## config.mk

```make
export PLATFORM = sky130hd
export DESIGN_NAME = frame_header_classifier
export DESIGN_NICKNAME = d
export VERILOG_FILES = /design/src/rtl/fhc_pkg.sv /design/src/rtl/frame_header_classifier.sv /design/src/rtl/fhc_ram.sv /design/src/rtl/fhc_parser.sv /design/src/rtl/fhc_reader.sv
export SDC_FILE = /design/constraint.sdc
export NUM_CORES = 2
export LEC_CHECK = 0
export BUFFER_PORTS_ARGS = -buffer_cell sky130_fd_sc_hd__buf_4
export CORE_ASPECT_RATIO = 1.4
export CORE_MARGIN = 1
export CORE_UTILIZATION = 50
export CTS_BUF_LIST = sky130_fd_sc_hd__clkbuf_2
export DETAILED_ROUTE_END_ITERATION = 10
export PLACE_DENSITY = 0.66
export SLEW_MARGIN = 25
export SYNTH_ARGS = -nofsm -noshare
export SYNTH_HDL_FRONTEND = slang
export SYNTH_SLANG_ARGS = --single-unit
```

## constraint.sdc

```tcl
create_clock -name clk -period 10.82 [get_ports clk]
set_input_delay 1.082 -clock clk [delete_from_list [all_inputs] [get_ports clk]]
set_output_delay 1.082 -clock clk [all_outputs]
set_load 0.01 [all_outputs]
```

## src/rtl/fhc_pkg.sv

```systemverilog
// ----------------------------------------------------------------------------
// fhc_pkg
// Shared types and constants of the frame header classifier.
// ----------------------------------------------------------------------------
package fhc_pkg;

  // Record geometry.
  localparam int REC_WORDS = 10;
  localparam int PAY_LIMIT = 37;

  // EtherTypes and IP protocols.
  localparam logic [15:0] ETH_ARP = 16'h0806;
  localparam logic [15:0] ETH_IP  = 16'h0800;
  localparam logic [7:0]  PR_ICMP = 8'h01;
  localparam logic [7:0]  PR_TCP  = 8'h06;
  localparam logic [7:0]  PR_UDP  = 8'h11;

  // Event type codes, written to record byte 0.
  localparam logic [2:0] KIND_NONE = 3'd0;
  localparam logic [2:0] KIND_ARP  = 3'd1;
  localparam logic [2:0] KIND_TCP  = 3'd2;
  localparam logic [2:0] KIND_UDP  = 3'd3;
  localparam logic [2:0] KIND_ICMP = 3'd4;
  localparam logic [2:0] KIND_DNS  = 3'd5;
  localparam logic [2:0] KIND_HTTP = 3'd6;
  localparam logic [2:0] KIND_TLS  = 3'd7;

  // Configuration register indexes.
  localparam logic [2:0] REG_DNS_PORT      = 3'd0;
  localparam logic [2:0] REG_HTTP_PORT     = 3'd1;
  localparam logic [2:0] REG_HTTP_ALT_PORT = 3'd2;
  localparam logic [2:0] REG_TLS_PORT      = 3'd3;
  localparam logic [2:0] REG_TLS_ALT_PORT  = 3'd4;

  // HTTP method prefixes, first byte in the top bits.
  localparam logic [31:0] HTTP_GET  = 32'h47455420;
  localparam logic [31:0] HTTP_POST = 32'h504F5354;
  localparam logic [31:0] HTTP_HEAD = 32'h48454144;
  localparam logic [31:0] HTTP_PUT  = 32'h50555420;
  localparam logic [31:0] HTTP_DELE = 32'h44454C45;

  // TLS handshake prefix.
  localparam logic [7:0] TLS_HANDSHAKE = 8'h16;
  localparam logic [7:0] TLS_MAJOR     = 8'h03;
  localparam logic [7:0] TLS_MINOR_MAX = 8'h04;

  localparam logic [7:0] TCP_FLAG_MASK = 8'h1F;

  typedef struct packed {
    logic [15:0] dns;
    logic [15:0] http;
    logic [15:0] http_alt;
    logic [15:0] tls;
    logic [15:0] tls_alt;
  } port_cfg_t;

  // One record byte write from the parser.
  typedef struct packed {
    logic       en;
    logic [6:0] idx;
    logic [7:0] data;
  } wr_t;

  // Frame end event with its classification.
  typedef struct packed {
    logic       valid;
    logic [2:0] kind;
    logic [7:0] proto;
  } fin_t;

  // Record word read request.
  typedef struct packed {
    logic       en;
    logic [3:0] row;
  } rd_t;

  // Fixed ARP header bytes (hardware type, protocol, lengths).
  function automatic logic [7:0] arp_hdr_byte(input logic [2:0] i);
    logic [7:0] v;
    unique case (i)
      3'd0:    v = 8'h00;
      3'd1:    v = 8'h01;
      3'd2:    v = 8'h08;
      3'd3:    v = 8'h00;
      3'd4:    v = 8'h06;
      3'd5:    v = 8'h04;
      default: v = 8'h00;
    endcase
    return v;
  endfunction

endpackage

```

## src/rtl/frame_header_classifier.sv

```systemverilog
// ----------------------------------------------------------------------------
// frame_header_classifier
// Ethernet / ARP / IPv4 header classifier producing ten-word event records.
// ----------------------------------------------------------------------------
//  channel  | direction | handshake          | payload
//  ---------+-----------+--------------------+---------------------------------
//  cfg      | in        | cfg_valid/cfg_ready| cfg_index, cfg_data
//  in       | in        | in_valid/in_stall  | frame_byte, frame_end
//  out      | out       | out_valid/out_stall| word_index, record_word, last_word
//
// One frame byte is taken every cycle unless in_stall is set. A record is read
// word by word from its RAM bank (read, then output register), a new read only
// once the last has left the RAM. Records are built in two banks; input stalls
// only while both hold records waiting for the output. Per-byte valid bits replace
// a clearing pass, so the block accepts bytes from the first cycle after reset.
// ----------------------------------------------------------------------------
module frame_header_classifier import fhc_pkg::*; #(
  parameter int MAX_FRAME     = 2048,
  parameter int PAYLOAD_BYTES = 32
) (
  input  logic        clk,
  input  logic        rst,
  input  logic        cfg_valid,
  output logic        cfg_ready,
  input  logic [2:0]  cfg_index,
  input  logic [15:0] cfg_data,
  input  logic        in_valid,
  output logic        in_stall,
  input  logic [7:0]  frame_byte,
  input  logic        frame_end,
  output logic        out_valid,
  input  logic        out_stall,
  output logic [3:0]  word_index,
  output logic [63:0] record_word,
  output logic        last_word
);

  port_cfg_t   ports;
  wr_t         wr;
  fin_t        fin;
  rd_t         rd;
  logic        rel;
  logic        accept;
  logic        wb, rb;
  logic [1:0]  bank_full;
  logic [2:0]  bank_kind [2];
  logic [7:0]  bank_proto [2];
  logic [79:0] vld [2];
  logic [63:0] rdata;
  logic [7:0]  vmask;

  assign cfg_ready = 1'b1;
  assign in_stall  = bank_full[wb];
  assign accept    = in_valid && !in_stall;

  // Configuration registers.
  always_ff @(posedge clk) begin
    if (rst) begin
      ports.dns      <= 16'd53;
      ports.http     <= 16'd80;
      ports.http_alt <= 16'd8080;
      ports.tls      <= 16'd443;
      ports.tls_alt  <= 16'd8443;
    end else if (cfg_valid && cfg_ready) begin
      case (cfg_index)
        REG_DNS_PORT:      ports.dns      <= cfg_data;
        REG_HTTP_PORT:     ports.http     <= cfg_data;
        REG_HTTP_ALT_PORT: ports.http_alt <= cfg_data;
        REG_TLS_PORT:      ports.tls      <= cfg_data;
        REG_TLS_ALT_PORT:  ports.tls_alt  <= cfg_data;
        default: ;
      endcase
    end
  end

  fhc_parser #(
    .MAX_FRAME     (MAX_FRAME),
    .PAYLOAD_BYTES (PAYLOAD_BYTES)
  ) u_parser (
    .clk        (clk),
    .rst        (rst),
    .accept     (accept),
    .frame_byte (frame_byte),
    .frame_end  (frame_end),
    .ports      (ports),
    .wr         (wr),
    .fin        (fin)
  );

  // Record store: one byte lane per RAM, row address {bank, word}.
  for (genvar j = 0; j < 8; j++) begin : g_lane
    fhc_ram #(
      .WIDTH (8),
      .DEPTH (32)
    ) u_ram (
      .clk   (clk),
      .we    (wr.en && (wr.idx[2:0] == 3'(j))),
      .waddr ({wb, wr.idx[6:3]}),
      .wdata (wr.data),
      .re    (rd.en),
      .raddr ({rb, rd.row}),
      .rdata (rdata[j*8 +: 8])
    );
  end

  assign vmask = vld[rb][{rd.row, 3'b000} +: 8];

  // Bank ownership and per-byte valid bits.
  always_ff @(posedge clk) begin
    if (rst) begin
      wb        <= 1'b0;
      rb        <= 1'b0;
      bank_full <= '0;
      vld[0]    <= '0;
      vld[1]    <= '0;
    end else begin
      if (wr.en) begin
        vld[wb][wr.idx] <= 1'b1;
      end
      if (fin.valid) begin
        if (fin.kind == KIND_NONE) begin
          vld[wb] <= '0;
        end else begin
          bank_full[wb] <= 1'b1;
          wb            <= !wb;
        end
      end
      if (rel) begin
        bank_full[rb] <= 1'b0;
        vld[rb]       <= '0;
        rb            <= !rb;
      end
    end
  end

  // Record type and protocol bytes kept per bank.
  always_ff @(posedge clk) begin
    if (fin.valid && (fin.kind != KIND_NONE)) begin
      bank_kind[wb]  <= fin.kind;
      bank_proto[wb] <= fin.proto;
    end
  end

  fhc_reader u_reader (
    .clk         (clk),
    .rst         (rst),
    .busy        (bank_full[rb]),
    .rdata       (rdata),
    .vmask       (vmask),
    .kind        (bank_kind[rb]),
    .proto       (bank_proto[rb]),
    .rd          (rd),
    .rel         (rel),
    .out_valid   (out_valid),
    .out_stall   (out_stall),
    .word_index  (word_index),
    .record_word (record_word),
    .last_word   (last_word)
  );

  // A frame never ends into a bank that still holds a record.
  a_fin_free: assert property (@(posedge clk) disable iff (rst)
    fin.valid |-> !bank_full[wb])
    else $error("frame end into occupied bank");

  // Only a filled bank is released.
  a_rel_full: assert property (@(posedge clk) disable iff (rst)
    rel |-> bank_full[rb])
    else $error("release of empty bank");

  // Both banks full means the writer waits on the reader's bank.
  a_both_full: assert property (@(posedge clk) disable iff (rst)
    (bank_full == 2'b11) |-> (wb == rb))
    else $error("bank pointers out of step");

endmodule

```

## src/rtl/fhc_ram.sv

```systemverilog
// ----------------------------------------------------------------------------
// fhc_ram
// Generic single write port, single read port RAM with registered read.
// ----------------------------------------------------------------------------
module fhc_ram #(
  parameter int WIDTH = 8,
  parameter int DEPTH = 32
) (
  input  logic                     clk,
  input  logic                     we,
  input  logic [$clog2(DEPTH)-1:0] waddr,
  input  logic [WIDTH-1:0]         wdata,
  input  logic                     re,
  input  logic [$clog2(DEPTH)-1:0] raddr,
  output logic [WIDTH-1:0]         rdata
);

  logic [WIDTH-1:0] mem [DEPTH];

  // Write port.
  always_ff @(posedge clk) begin
    if (we) begin
      mem[waddr] <= wdata;
    end
  end

  // Registered read port.
  always_ff @(posedge clk) begin
    if (re) begin
      rdata <= mem[raddr];
    end
  end

endmodule

```

## src/rtl/fhc_parser.sv

```systemverilog
// ----------------------------------------------------------------------------
// fhc_parser
// Byte-serial header parser: turns each frame byte into at most one record
// byte write and classifies the frame on its last byte.
// ----------------------------------------------------------------------------
module fhc_parser import fhc_pkg::*; #(
  parameter int MAX_FRAME     = 2048,
  parameter int PAYLOAD_BYTES = 32
) (
  input  logic      clk,
  input  logic      rst,
  input  logic      accept,
  input  logic [7:0] frame_byte,
  input  logic      frame_end,
  input  port_cfg_t ports,
  output wr_t       wr,
  output fin_t      fin
);

  localparam int PW      = $clog2(MAX_FRAME + 1);
  localparam int LW      = (PW > 8) ? PW + 1 : 9;
  localparam int PAY_CAP = (PAYLOAD_BYTES > PAY_LIMIT) ? PAY_LIMIT : PAYLOAD_BYTES;
  localparam int CW      = $clog2(PAY_CAP + 1);

  logic [PW-1:0] pos, pos_n;
  logic [15:0]   ek, ek_n;
  logic [7:0]    proto, proto_n;
  logic [6:0]    l4, l4_n;
  logic [7:0]    ps, ps_n;
  logic          pk, pk_n;
  logic [CW-1:0] cnt, cnt_n;
  logic          ok, ok_n;
  logic [15:0]   sp, sp_n, dp, dp_n;
  logic [7:0]    q [6];
  logic [7:0]    q_n [6];

  logic [PW-1:0] p;
  logic [PW-1:0] off;
  logic [3:0]    doff;
  logic [LW-1:0] len;
  logic [2:0]    kind;
  logic          http_port_hit, tls_port_hit, http_pfx, tls_pfx;

  assign p   = pos;
  assign off = pos - PW'(l4);

  // Per-byte field extraction.
  always_comb begin
    pos_n   = pos;
    ek_n    = ek;
    proto_n = proto;
    l4_n    = l4;
    ps_n    = ps;
    pk_n    = pk;
    cnt_n   = cnt;
    ok_n    = ok;
    sp_n    = sp;
    dp_n    = dp;
    q_n     = q;
    wr      = '0;
    doff    = frame_byte[7:4];
    if (accept && (pos < PW'(MAX_FRAME))) begin
      pos_n   = pos + PW'(1);
      wr.data = frame_byte;
      if (p < PW'(6)) begin
        wr.en  = 1'b1;
        wr.idx = 7'(p) + 7'd7;
      end else if (p < PW'(12)) begin
        wr.en  = 1'b1;
        wr.idx = 7'(p) - 7'd5;
      end else if (p == PW'(12)) begin
        ek_n = {frame_byte, 8'h00};
      end else if (p == PW'(13)) begin
        ek_n = {ek[15:8], frame_byte};
        ok_n = 1'b1;
      end else if (ek == ETH_ARP) begin
        // ARP body: header checks, opcode and addresses.
        if (p <= PW'(19)) begin
          if (frame_byte != arp_hdr_byte(3'(p - PW'(14)))) begin
            ok_n = 1'b0;
          end
        end else if (p == PW'(20)) begin
          wr.en  = 1'b1;
          wr.idx = 7'd28;
        end else if (p == PW'(21)) begin
          wr.en  = 1'b1;
          wr.idx = 7'd27;
        end else if (p <= PW'(27)) begin
          wr.en  = 1'b1;
          wr.idx = 7'(p) + 7'd7;
        end else if (p <= PW'(31)) begin
          wr.en  = 1'b1;
          wr.idx = 7'(p) - 7'd15;
        end else if (p <= PW'(37)) begin
          wr.en  = 1'b1;
          wr.idx = 7'(p) + 7'd3;
        end else if (p <= PW'(41)) begin
          wr.en  = 1'b1;
          wr.idx = 7'(p) - 7'd21;
        end
      end else if (ek == ETH_IP) begin
        if (p == PW'(14)) begin
          if (frame_byte[3:0] < 4'd5) begin
            ok_n = 1'b0;
          end else begin
            l4_n = 7'd14 + {1'b0, frame_byte[3:0], 2'b00};
          end
        end else begin
          if (p == PW'(23)) begin
            proto_n = frame_byte;
          end else if ((p >= PW'(26)) && (p <= PW'(33))) begin
            wr.en  = 1'b1;
            wr.idx = 7'(p) - 7'd13;
          end
          // Transport header and payload.
          if (ok && (l4 != 7'd0) && (p >= PW'(l4))) begin
            if ((proto == PR_TCP) || (proto == PR_UDP)) begin
              if (off == PW'(0)) begin
                wr.en = 1'b1;
                wr.idx = 7'd22;
                sp_n[15:8] = frame_byte;
              end else if (off == PW'(1)) begin
                wr.en = 1'b1;
                wr.idx = 7'd21;
                sp_n[7:0] = frame_byte;
              end else if (off == PW'(2)) begin
                wr.en = 1'b1;
                wr.idx = 7'd24;
                dp_n[15:8] = frame_byte;
              end else if (off == PW'(3)) begin
                wr.en = 1'b1;
                wr.idx = 7'd23;
                dp_n[7:0] = frame_byte;
              end
              if ((proto == PR_UDP) && (off == PW'(0))) begin
                ps_n = {1'b0, l4} + 8'd8;
                pk_n = 1'b1;
              end
              if ((proto == PR_TCP) && (off == PW'(12))) begin
                if (doff < 4'd5) begin
                  ok_n = 1'b0;
                end else begin
                  ps_n = {1'b0, l4} + {2'b00, doff, 2'b00};
                  pk_n = 1'b1;
                end
              end
              if ((proto == PR_TCP) && (off == PW'(13))) begin
                wr.en   = 1'b1;
                wr.idx  = 7'd26;
                wr.data = frame_byte & TCP_FLAG_MASK;
              end
              if (pk && (LW'(p) >= LW'(ps)) && (cnt < CW'(PAY_CAP))) begin
                wr.en  = 1'b1;
                wr.idx = 7'(cnt) + 7'd43;
                cnt_n  = cnt + CW'(1);
                if (cnt < CW'(6)) begin
                  q_n[cnt[2:0]] = frame_byte;
                end
              end
            end else if (proto == PR_ICMP) begin
              if (off == PW'(0)) begin
                wr.en  = 1'b1;
                wr.idx = 7'd41;
              end else if (off == PW'(1)) begin
                wr.en  = 1'b1;
                wr.idx = 7'd42;
              end
            end
          end
        end
      end
    end
  end

  // Prefix and port tests on the updated state.
  assign http_port_hit = (sp_n == ports.http) || (sp_n == ports.http_alt) ||
                         (dp_n == ports.http) || (dp_n == ports.http_alt);
  assign tls_port_hit  = (sp_n == ports.tls) || (sp_n == ports.tls_alt) ||
                         (dp_n == ports.tls) || (dp_n == ports.tls_alt);
  assign http_pfx = ({q_n[0], q_n[1], q_n[2], q_n[3]} == HTTP_GET)  ||
                    ({q_n[0], q_n[1], q_n[2], q_n[3]} == HTTP_POST) ||
                    ({q_n[0], q_n[1], q_n[2], q_n[3]} == HTTP_HEAD) ||
                    ({q_n[0], q_n[1], q_n[2], q_n[3]} == HTTP_PUT)  ||
                    ({q_n[0], q_n[1], q_n[2], q_n[3]} == HTTP_DELE);
  assign tls_pfx  = (q_n[0] == TLS_HANDSHAKE) && (q_n[1] == TLS_MAJOR) &&
                    (q_n[2] <= TLS_MINOR_MAX);
  assign len = LW'(pos_n);

  // Frame classification on the last byte.
  always_comb begin
    kind = KIND_NONE;
    if (ok_n && (len >= LW'(14))) begin
      if (ek_n == ETH_ARP) begin
        if (len >= LW'(42)) begin
          kind = KIND_ARP;
        end
      end else if ((ek_n == ETH_IP) && (len >= LW'(34)) && (l4_n != 7'd0)) begin
        if (proto_n == PR_ICMP) begin
          if (len >= LW'(l4_n) + LW'(8)) begin
            kind = KIND_ICMP;
          end
        end else if (proto_n == PR_UDP) begin
          if (len >= LW'(l4_n) + LW'(8)) begin
            kind = ((sp_n == ports.dns) || (dp_n == ports.dns)) ? KIND_DNS : KIND_UDP;
          end
        end else if (proto_n == PR_TCP) begin
          if ((len >= LW'(l4_n) + LW'(20)) && pk_n) begin
            kind = KIND_TCP;
            if ((cnt_n >= CW'(4)) && http_port_hit && http_pfx) begin
              kind = KIND_HTTP;
            end
            if ((cnt_n >= CW'(6)) && tls_port_hit && tls_pfx) begin
              kind = KIND_TLS;
            end
          end
        end
      end
    end
  end

  assign fin.valid = accept && frame_end;
  assign fin.kind  = kind;
  assign fin.proto = (kind == KIND_ARP) ? 8'h00 : proto_n;

  // Per-frame state, cleared at every frame end.
  always_ff @(posedge clk) begin
    if (rst || fin.valid) begin
      pos   <= '0;
      ek    <= '0;
      proto <= '0;
      l4    <= '0;
      ps    <= '0;
      pk    <= 1'b0;
      cnt   <= '0;
      ok    <= 1'b0;
      sp    <= '0;
      dp    <= '0;
    end else if (accept) begin
      pos   <= pos_n;
      ek    <= ek_n;
      proto <= proto_n;
      l4    <= l4_n;
      ps    <= ps_n;
      pk    <= pk_n;
      cnt   <= cnt_n;
      ok    <= ok_n;
      sp    <= sp_n;
      dp    <= dp_n;
    end
  end

  // Shadow copy of the first payload bytes for the prefix tests.
  always_ff @(posedge clk) begin
    if (accept) begin
      q <= q_n;
    end
  end

endmodule

```

## src/rtl/fhc_reader.sv

```systemverilog
// ----------------------------------------------------------------------------
// fhc_reader
// Drains a finished record bank, one 64-bit word per read, into the output
// register, filling in the event type and protocol bytes.
// ----------------------------------------------------------------------------
module fhc_reader import fhc_pkg::*; (
  input  logic        clk,
  input  logic        rst,
  input  logic        busy,
  input  logic [63:0] rdata,
  input  logic [7:0]  vmask,
  input  logic [2:0]  kind,
  input  logic [7:0]  proto,
  output rd_t         rd,
  output logic        rel,
  output logic        out_valid,
  input  logic        out_stall,
  output logic [3:0]  word_index,
  output logic [63:0] record_word,
  output logic        last_word
);

  logic [3:0]  cnt;
  logic        inflight;
  logic [3:0]  p_idx;
  logic [7:0]  p_vm;
  logic [2:0]  p_kind;
  logic [7:0]  p_proto;
  logic [63:0] word;

  // Issue a read when the output register is free by the next edge.
  assign rd.en  = busy && !inflight && (!out_valid || !out_stall);
  assign rd.row = cnt;
  assign rel    = rd.en && (cnt == 4'(REC_WORDS - 1));

  // Word assembly: unwritten bytes read as zero.
  always_comb begin
    for (int j = 0; j < 8; j++) begin
      word[j*8 +: 8] = p_vm[j] ? rdata[j*8 +: 8] : 8'h00;
    end
    if (p_idx == 4'd0) begin
      word[7:0] = {5'b00000, p_kind};
    end
    if (p_idx == 4'd3) begin
      word[15:8] = p_proto;
    end
  end

  // Control.
  always_ff @(posedge clk) begin
    if (rst) begin
      cnt       <= '0;
      inflight  <= 1'b0;
      out_valid <= 1'b0;
    end else begin
      inflight <= rd.en;
      if (rd.en) begin
        cnt <= rel ? 4'd0 : cnt + 4'd1;
      end
      if (inflight) begin
        out_valid <= 1'b1;
      end else if (!out_stall) begin
        out_valid <= 1'b0;
      end
    end
  end

  // Payload pipeline.
  always_ff @(posedge clk) begin
    if (rd.en) begin
      p_idx   <= cnt;
      p_vm    <= vmask;
      p_kind  <= kind;
      p_proto <= proto;
    end
    if (inflight) begin
      word_index  <= p_idx;
      record_word <= word;
      last_word   <= (p_idx == 4'(REC_WORDS - 1));
    end
  end

endmodule
```

---- Yosys cells after proc, flatten, opt, wreduce, memory -nomap -nowiden ----
Memory sizes are Yosys's and may differ from the RTL's. A register that Yosys moved wholly into a read port is not among the register bits.
Index checks and enable logic that the tools add are counted.
operators by class
  muxes and demuxes ....................... 310
  $lt $le $gt $ge ......................... 32
  eq/ne operators ......................... 59
  bitwise logic cells ..................... 92
  reduce and logical (&&, ||, !) cells .... 76
  shift operators ......................... 1
  add/sub/neg operators ................... 17
operators by type and width
  operator                count
  $mux W48                12
  $mux W16                33
  $mux W8                 63
  $mux W80                4
  $eq A16 B16 Y1          10
  $eq A32 B31 Y1 const B  5
  $reduce_or A80 Y1       2
  $mux W1                 152
  $or A1 B1 Y1            80
  $shiftx A80 B8 Y8       1
  $mux W6                 11
  $eq A16 B12 Y1 const B  4
  $mux W7                 9
  $eq A12 B4 Y1 const B   5
  $bwmux W48              1
  $mux W3                 14
  $logic_and A1 B1 Y1     37
  $eq A12 B5 Y1 const B   3
  $le A12 B5 Y1 const B   3
  $le A12 B6 Y1 const B   3
  $ge A12 B13 Y1          2
  $demux W8 S3            1
  $eq A12 B2 Y1 const B   2
  $eq A8 B5 Y1 const B    3
  67 further kinds        127
word-level totals
  input port bits ......................... 33
  word-level logic and storage cells ...... 637
  memory bits (writable) .................. 2230
  output and inout bits ................... 72
  bits in registers ....................... 310
  memories ................................ 11
memory list
  memory               words  width  rd ports  clocked after memory_dff  wr ports  RTL line       text
  g_lane[0].u_ram.mem  32     8      1         1                         1         fhc_ram.sv:18  logic [WIDTH-1:0] mem [DEPTH];
  g_lane[1].u_ram.mem  32     8      1         1                         1         fhc_ram.sv:18
  g_lane[2].u_ram.mem  32     8      1         1                         1         fhc_ram.sv:18
  g_lane[3].u_ram.mem  32     8      1         1                         1         fhc_ram.sv:18
  g_lane[4].u_ram.mem  32     8      1         1                         1         fhc_ram.sv:18
  g_lane[5].u_ram.mem  32     8      1         1                         1         fhc_ram.sv:18
  5 more memories      n/a    n/a    n/a       n/a                       n/a       n/a

---- Depth between registers and ports, before layout ----
  depth after elaboration ................. 41
  gate-level depth with buffers ........... 25
  mapped depth without buffers ............ 22

---- Cells and area by module ----
From an unflattened synthesis, not the netlist that was laid out.
unflattened totals
  cells, all modules ...................... 6403
  area total of the unflattened synthesis .. 108723.0 sq um
by module, submodules not included
  module                   area an instance (sq um)  cells each  instances  seq. area each (sq um)
  fhc_ram                  10133.5                   417         8          7927.6
  fhc_parser               12894.9                   1714        1          2782.7
  frame_header_classifier  11179.5                   1135        1          5565.3
  fhc_reader               3580.9                    218         1          2882.8

---- Worst setup path before layout ----
Ideal clock, no wire load.
  path kind ............................... input-to-reg
  start point ............................. input port in_valid
  end point ............................... memory g_lane[0].u_ram.mem[0][0], data pin
  stages .................................. 3
  library setup time ...................... 1.393 ns
  path buffers ............................ 1
  slack ................................... 1.873 ns
  arrival ................................. 7.554 ns
  data required time ...................... 9.427 ns
  cell sequence ........................... nand3_1 clkbuf_1 nor2_1
between the ends
  longest elaborated chain between the ends .. 3
ends and longest elaborated chain
  what                                RTL line                       text
  from (decl)                         frame_header_classifier.sv:27  input logic in_valid,
  $logic_and A1 B1 Y1                 frame_header_classifier.sv:54  assign accept = in_valid && !in_stall;
  $logic_and A1 B1 Y1                 fhc_parser.sv:62               if (accept && (pos < PW'(MAX_FRAME))) begin
  $mux W16                            fhc_parser.sv:62
  named net g_lane[0].u_ram.wdata[0]  fhc_ram.sv:12                  input logic [WIDTH-1:0] wdata,
  to (decl)                           fhc_ram.sv:18
The timed path passes the listed nets, and every way through them passes these cells.

==> impl_metrics.csv <==
group,metric,value,unit
yosys,number_of_warnings_printed_during_yosys_synthesis,0,
detailed_routing,via_per_inst,5.80,
detailed_routing,detailroute.via_count,63800,
sta,final_count_of_negative_setup_slack_endpoints,0,
floorplan,floorplan.die.width,395,µm
power_and_ir_drop,p_int,0.0135,W
finish,final_cell_area,0.120,mm²
power_and_ir_drop,p_sw_share,24.4,%
power_and_ir_drop,power.clock.fraction,34.4,%
place,globalplace.congestion,0.970,
floorplan,placement_rows,201,
clocking,post_cts.resized_instances,0,
power_and_ir_drop,reported_net_switching_power,0.00435,W
critical_path,timing.critical_path.from_type,"flip-flop",
yosys,synth.ff_latch_count,2600,
clocking,htreeDepth,6,
floorplan,die_area,0.218,mm²
critical_path,path_cells,"inv_1, ha_1, inv_1, fa_1, nand3_1, and3_1, o32ai_2, nand4_1, nor4_4, nand2_1, or4_1, a21oi_1, and4_1, o31ai_1, and3_1, o31ai_4, buf_4, buf_4, nor2_2",
detailed_routing,antenna_violating_nets_post_route,0,
critical_path,crit_slowest_cell,"sky130_fd_sc_hd__nor4_4",
critical_path,path_type_of_the_worst_setup_path,"flip-flop to flip-flop",
yosys,synth.top_cells.by_area,"sky130_fd_sc_hd__edfxtp_1 (63%), sky130_fd_sc_hd__mux4_2 (11%), sky130_fd_sc_hd__dfxtp_1 (6.3%)",
detailed_routing,wl_per_cell,26.4,µm
clocking,clock_tree_from_tritoncts,"done",
critical_path,reg2reg_depth,19,
power_and_ir_drop,static_leak,40.4,nW
critical_path,worstPathArrival,8960,ps
global_route,first_global_vias,65500,
sta,finalCritPeriodShare,68.0,%
clocking,cts_inserted_buffers,612,
floorplan,chipHeight,552,µm
global_route,wire_length_of_the_first_global_routing_pass,427000,µm
yosys,yosysUniqueCellTypes,106,
place,dp_slack,3500,ps
sta,maxClockFrequency,0.136,GHz
global_route,number_of_antenna_violations_at_the_first_check_in_global_routing,19,
sta,layout_min_cycle_time,7360,ps
clocking,cts.clk_slew.worst_paths,100,ps
sta,worst_pin_slew,1130,ps
floorplan,start_util,50.4,%
detailed_routing,drc,0,
clocking,clock_latency,1820,ps
place,placement.cell_area,0.114,mm²
min_path,hold_path_depth,4,
place,io_buffers,103,
sta,fin_setup_tns,0,ps
critical_path,critPathMaxFanout,37,
sta,setup_ws,3460,ps
yosys,netlist.area_leader.share,62.8,%
critical_path,crit_required,12420,ps
yosys,post-synth-top-area-cell,"sky130_fd_sc_hd__edfxtp_1",
power_and_ir_drop,vdd_drop_max,0.000109,V
floorplan,core_area,0.215,mm²
critical_path,worstSetupEndpointType,"flip-flop",
clocking,clk_root_buffer_cell,"sky130_fd_sc_hd__clkbuf_2",
yosys,ys_top_cells_by_count,"sky130_fd_sc_hd__edfxtp_1 (2,258), sky130_fd_sc_hd__mux4_2 (548), sky130_fd_sc_hd__nor2_1 (470)",
finish,area_delta_synth_final,11.2,%
yosys,synthFlopType,"sky130_fd_sc_hd__edfxtp_1",
clocking,cts_num_sinks,2600,
power_and_ir_drop,power.share.sequential,62.2,%
flow_run,max_cap_viol_count,0,
global_route,largest_net_degree_at_the_start_of_global_routing,185,
finish,final_util,56.0,%
yosys,synth_enable_flop_cells,2258,
place,dp.final_hpwl,185000,µm
power_and_ir_drop,power_per_cell_area,149,mW/mm²
sta,timing.final.hold_violations,0,
finish,final_layout_size_suffix_gt1_share,24.2,%
yosys,ys_seq_area_share,69.1,%
sta,timing.hold.ws,202,ps
min_path,hold_path_class,"primary input to flip-flop",
sta,finClkSkew,180,ps
sta,timing_max_transition_violations_final,0,
global_route,grt-ovfl-total,0,
detailed_routing,first_drt_pass_iteration_count,8,
detailed_routing,drt_iter0_drc,5421,
yosys,syn_area_per_cell,16.3,µm²
power_and_ir_drop,pwr-share-comb,3.4,%
sta,slew_headroom,22.5,%
finish,nets,7818,
sta,rsz0062_at_grt,"no",
yosys,post_synth_instance_area,0.108,mm²
yosys,asyncSetResetFlopFracSynth,0,%
detailed_routing,postRouteWirelength,291000,µm
critical_path,worst_path_largest_cell_delay,690,ps
yosys,syn-instance-count,6632,
yosys,synth.most_common_cell,"sky130_fd_sc_hd__edfxtp_1",
global_route,globalRouteTotalUtil,26.6,%
floorplan,pin_count,105,
clocking,max-clock-path-buffers,4,
status,status,"complete, no violations",
[cell usage in the layout (no fill, tap or decap), types with 15 or more instances in the layout]
cell and n:
sky130_fd_sc_hd__inv_1 173, sky130_fd_sc_hd__a21oi_2 31, sky130_fd_sc_hd__nand3_1 114, sky130_fd_sc_hd__o221ai_1 25, sky130_fd_sc_hd__o22ai_1 77, sky130_fd_sc_hd__nor2b_1 15
sky130_fd_sc_hd__xor2_1 83, sky130_fd_sc_hd__o21ai_0 89, sky130_fd_sc_hd__conb_1 609, sky130_fd_sc_hd__a21oi_1 228, sky130_fd_sc_hd__nor2_2 120, sky130_fd_sc_hd__xnor2_1 94
sky130_fd_sc_hd__edfxtp_1 2258, sky130_fd_sc_hd__buf_4 209, sky130_fd_sc_hd__dlygate4sd3_1 64, sky130_fd_sc_hd__and3_1 28, sky130_fd_sc_hd__nand2b_1 22, sky130_fd_sc_hd__o21a_1 16
sky130_fd_sc_hd__and2_1 100, sky130_fd_sc_hd__mux2_2 52, sky130_fd_sc_hd__a211oi_1 19, sky130_fd_sc_hd__a31oi_1 16, sky130_fd_sc_hd__clkinv_2 18, sky130_fd_sc_hd__ha_1 53
sky130_fd_sc_hd__or3_1 15, sky130_fd_sc_hd__nand2_1 373, sky130_fd_sc_hd__nor2_1 460, sky130_fd_sc_hd__a22oi_1 127, sky130_fd_sc_hd__clkinv_1 134, sky130_fd_sc_hd__nand4_1 34
sky130_fd_sc_hd__nor4_1 38, sky130_fd_sc_hd__dfxtp_1 334, sky130_fd_sc_hd__nor3_1 63, sky130_fd_sc_hd__mux2i_1 268, sky130_fd_sc_hd__a2111oi_0 60, sky130_fd_sc_hd__o211ai_1 22
sky130_fd_sc_hd__mux4_2 548, sky130_fd_sc_hd__clkbuf_2 873
[per-stage QoR]
stage,std cells,power [W]
floorplan,7239,0.0117
global route,11000,0.0185
global placement,9890,0.0119
finish,11000,0.0179
CTS,11000,0.0180
detailed placement,9892,0.0119
[power by group through the flow]
stage	clock network (W)	registers (W)	logic, W
after detailed placement	0	0.0113	0.000575
after global placement	0	0.0113	0.000563
final	0.00615	0.0111	0.000603
after floorplan	0	0.0113	0.000347
after global routing	0.00677	0.0111	0.000648
after CTS	0.00632	0.0111	0.000594
[metal layers]
metal / GRT usage [%] / part of all wire [%]
met1: 32.9 / 38
met2: 45.4 / 51
met3: 4.43 / 6.8
met4: 12.8 / 4.8
met5: 0 / 0.024
[final cells by class]
cell class	instances	area, µm²
fillers	17400	94400
flip-flops and latches	2600	74700
multi-input cells	4050	33500
clock buffers	873	4370
well taps	2842	3560
repair buffers	290	2510
clock inverters	177	891
inverters	176	668
diodes	8	20.0
[worst max-delay path, delay by kind of cell, from the launching register on]
family | cells | cell delay, ps
buf+inv | 4 | 1610
flops | 1 | 540
simple gates | 9 | 3290
compound gates | 4 | 1020
fa+ha+maj | 2 | 650
[logic make-up (layout without fill, tap and decap cells)]
| group | after synthesis | in the layout | share of synthesized area (%) |
|---|---|---|---|
| compound gates | 852 | 852 | 5.44 |
| other cells | 2 | 617 | 0.00695 |
| flops | 2600 | 2600 | 69.1 |
| xor+xnor | 177 | 177 | 1.43 |
| fa+ha+maj | 55 | 55 | 0.651 |
| buf+inv | 589 | 1516 | 2.21 |
| mux | 873 | 873 | 14.5 |
| simple gates | 1484 | 1484 | 6.63 |
[state kept, by name, indices dropped and copies added, names as in the netlist, 3 cells and up, named ones only]
signal and cells:
u_parser.sp 16, ports 80, u_reader.record_word 64, bank_kind 6, u_reader.p_kind 3, u_parser.p 12, u_parser.q 32, u_reader.p_proto 8
u_parser.l4 7, u_parser.dp 16, u_parser.ek 16, u_parser.proto 8, u_parser.cnt 6, u_reader.cnt 4, u_reader.p_idx 4, g_lane.u_ram.mem 2048
vld 160, u_reader.word_index 4, u_reader.p_vm 8, g_lane.u_ram.rdata 64, u_parser.ps 8, bank_proto 16
[what timing repair did]
item / in CTS / in global routing
endpoints found under the setup margin: 0 / 0
hold buffers: 64 / 0
endpoints found under the hold margin: 260 / 0
setup buffers: 0 / 0
[final timing paths]
path | slack [ps] | endpoint | startpoint
setup reg to reg | 3460 | vld[0][35]$_SDFFE_PP0P_ | u_parser.p[0]$_SDFFE_PP0P_
hold reg to reg | 470 | vld[0][51]$_SDFFE_PP0P_ | vld[0][51]$_SDFFE_PP0P_
hold / removal | 200 | ports[59]$_SDFFE_PP0P_ | cfg_data[11]
setup / recovery | 3460 | vld[0][35]$_SDFFE_PP0P_ | u_parser.p[0]$_SDFFE_PP0P_
Power figures use the tool's default switching activity.
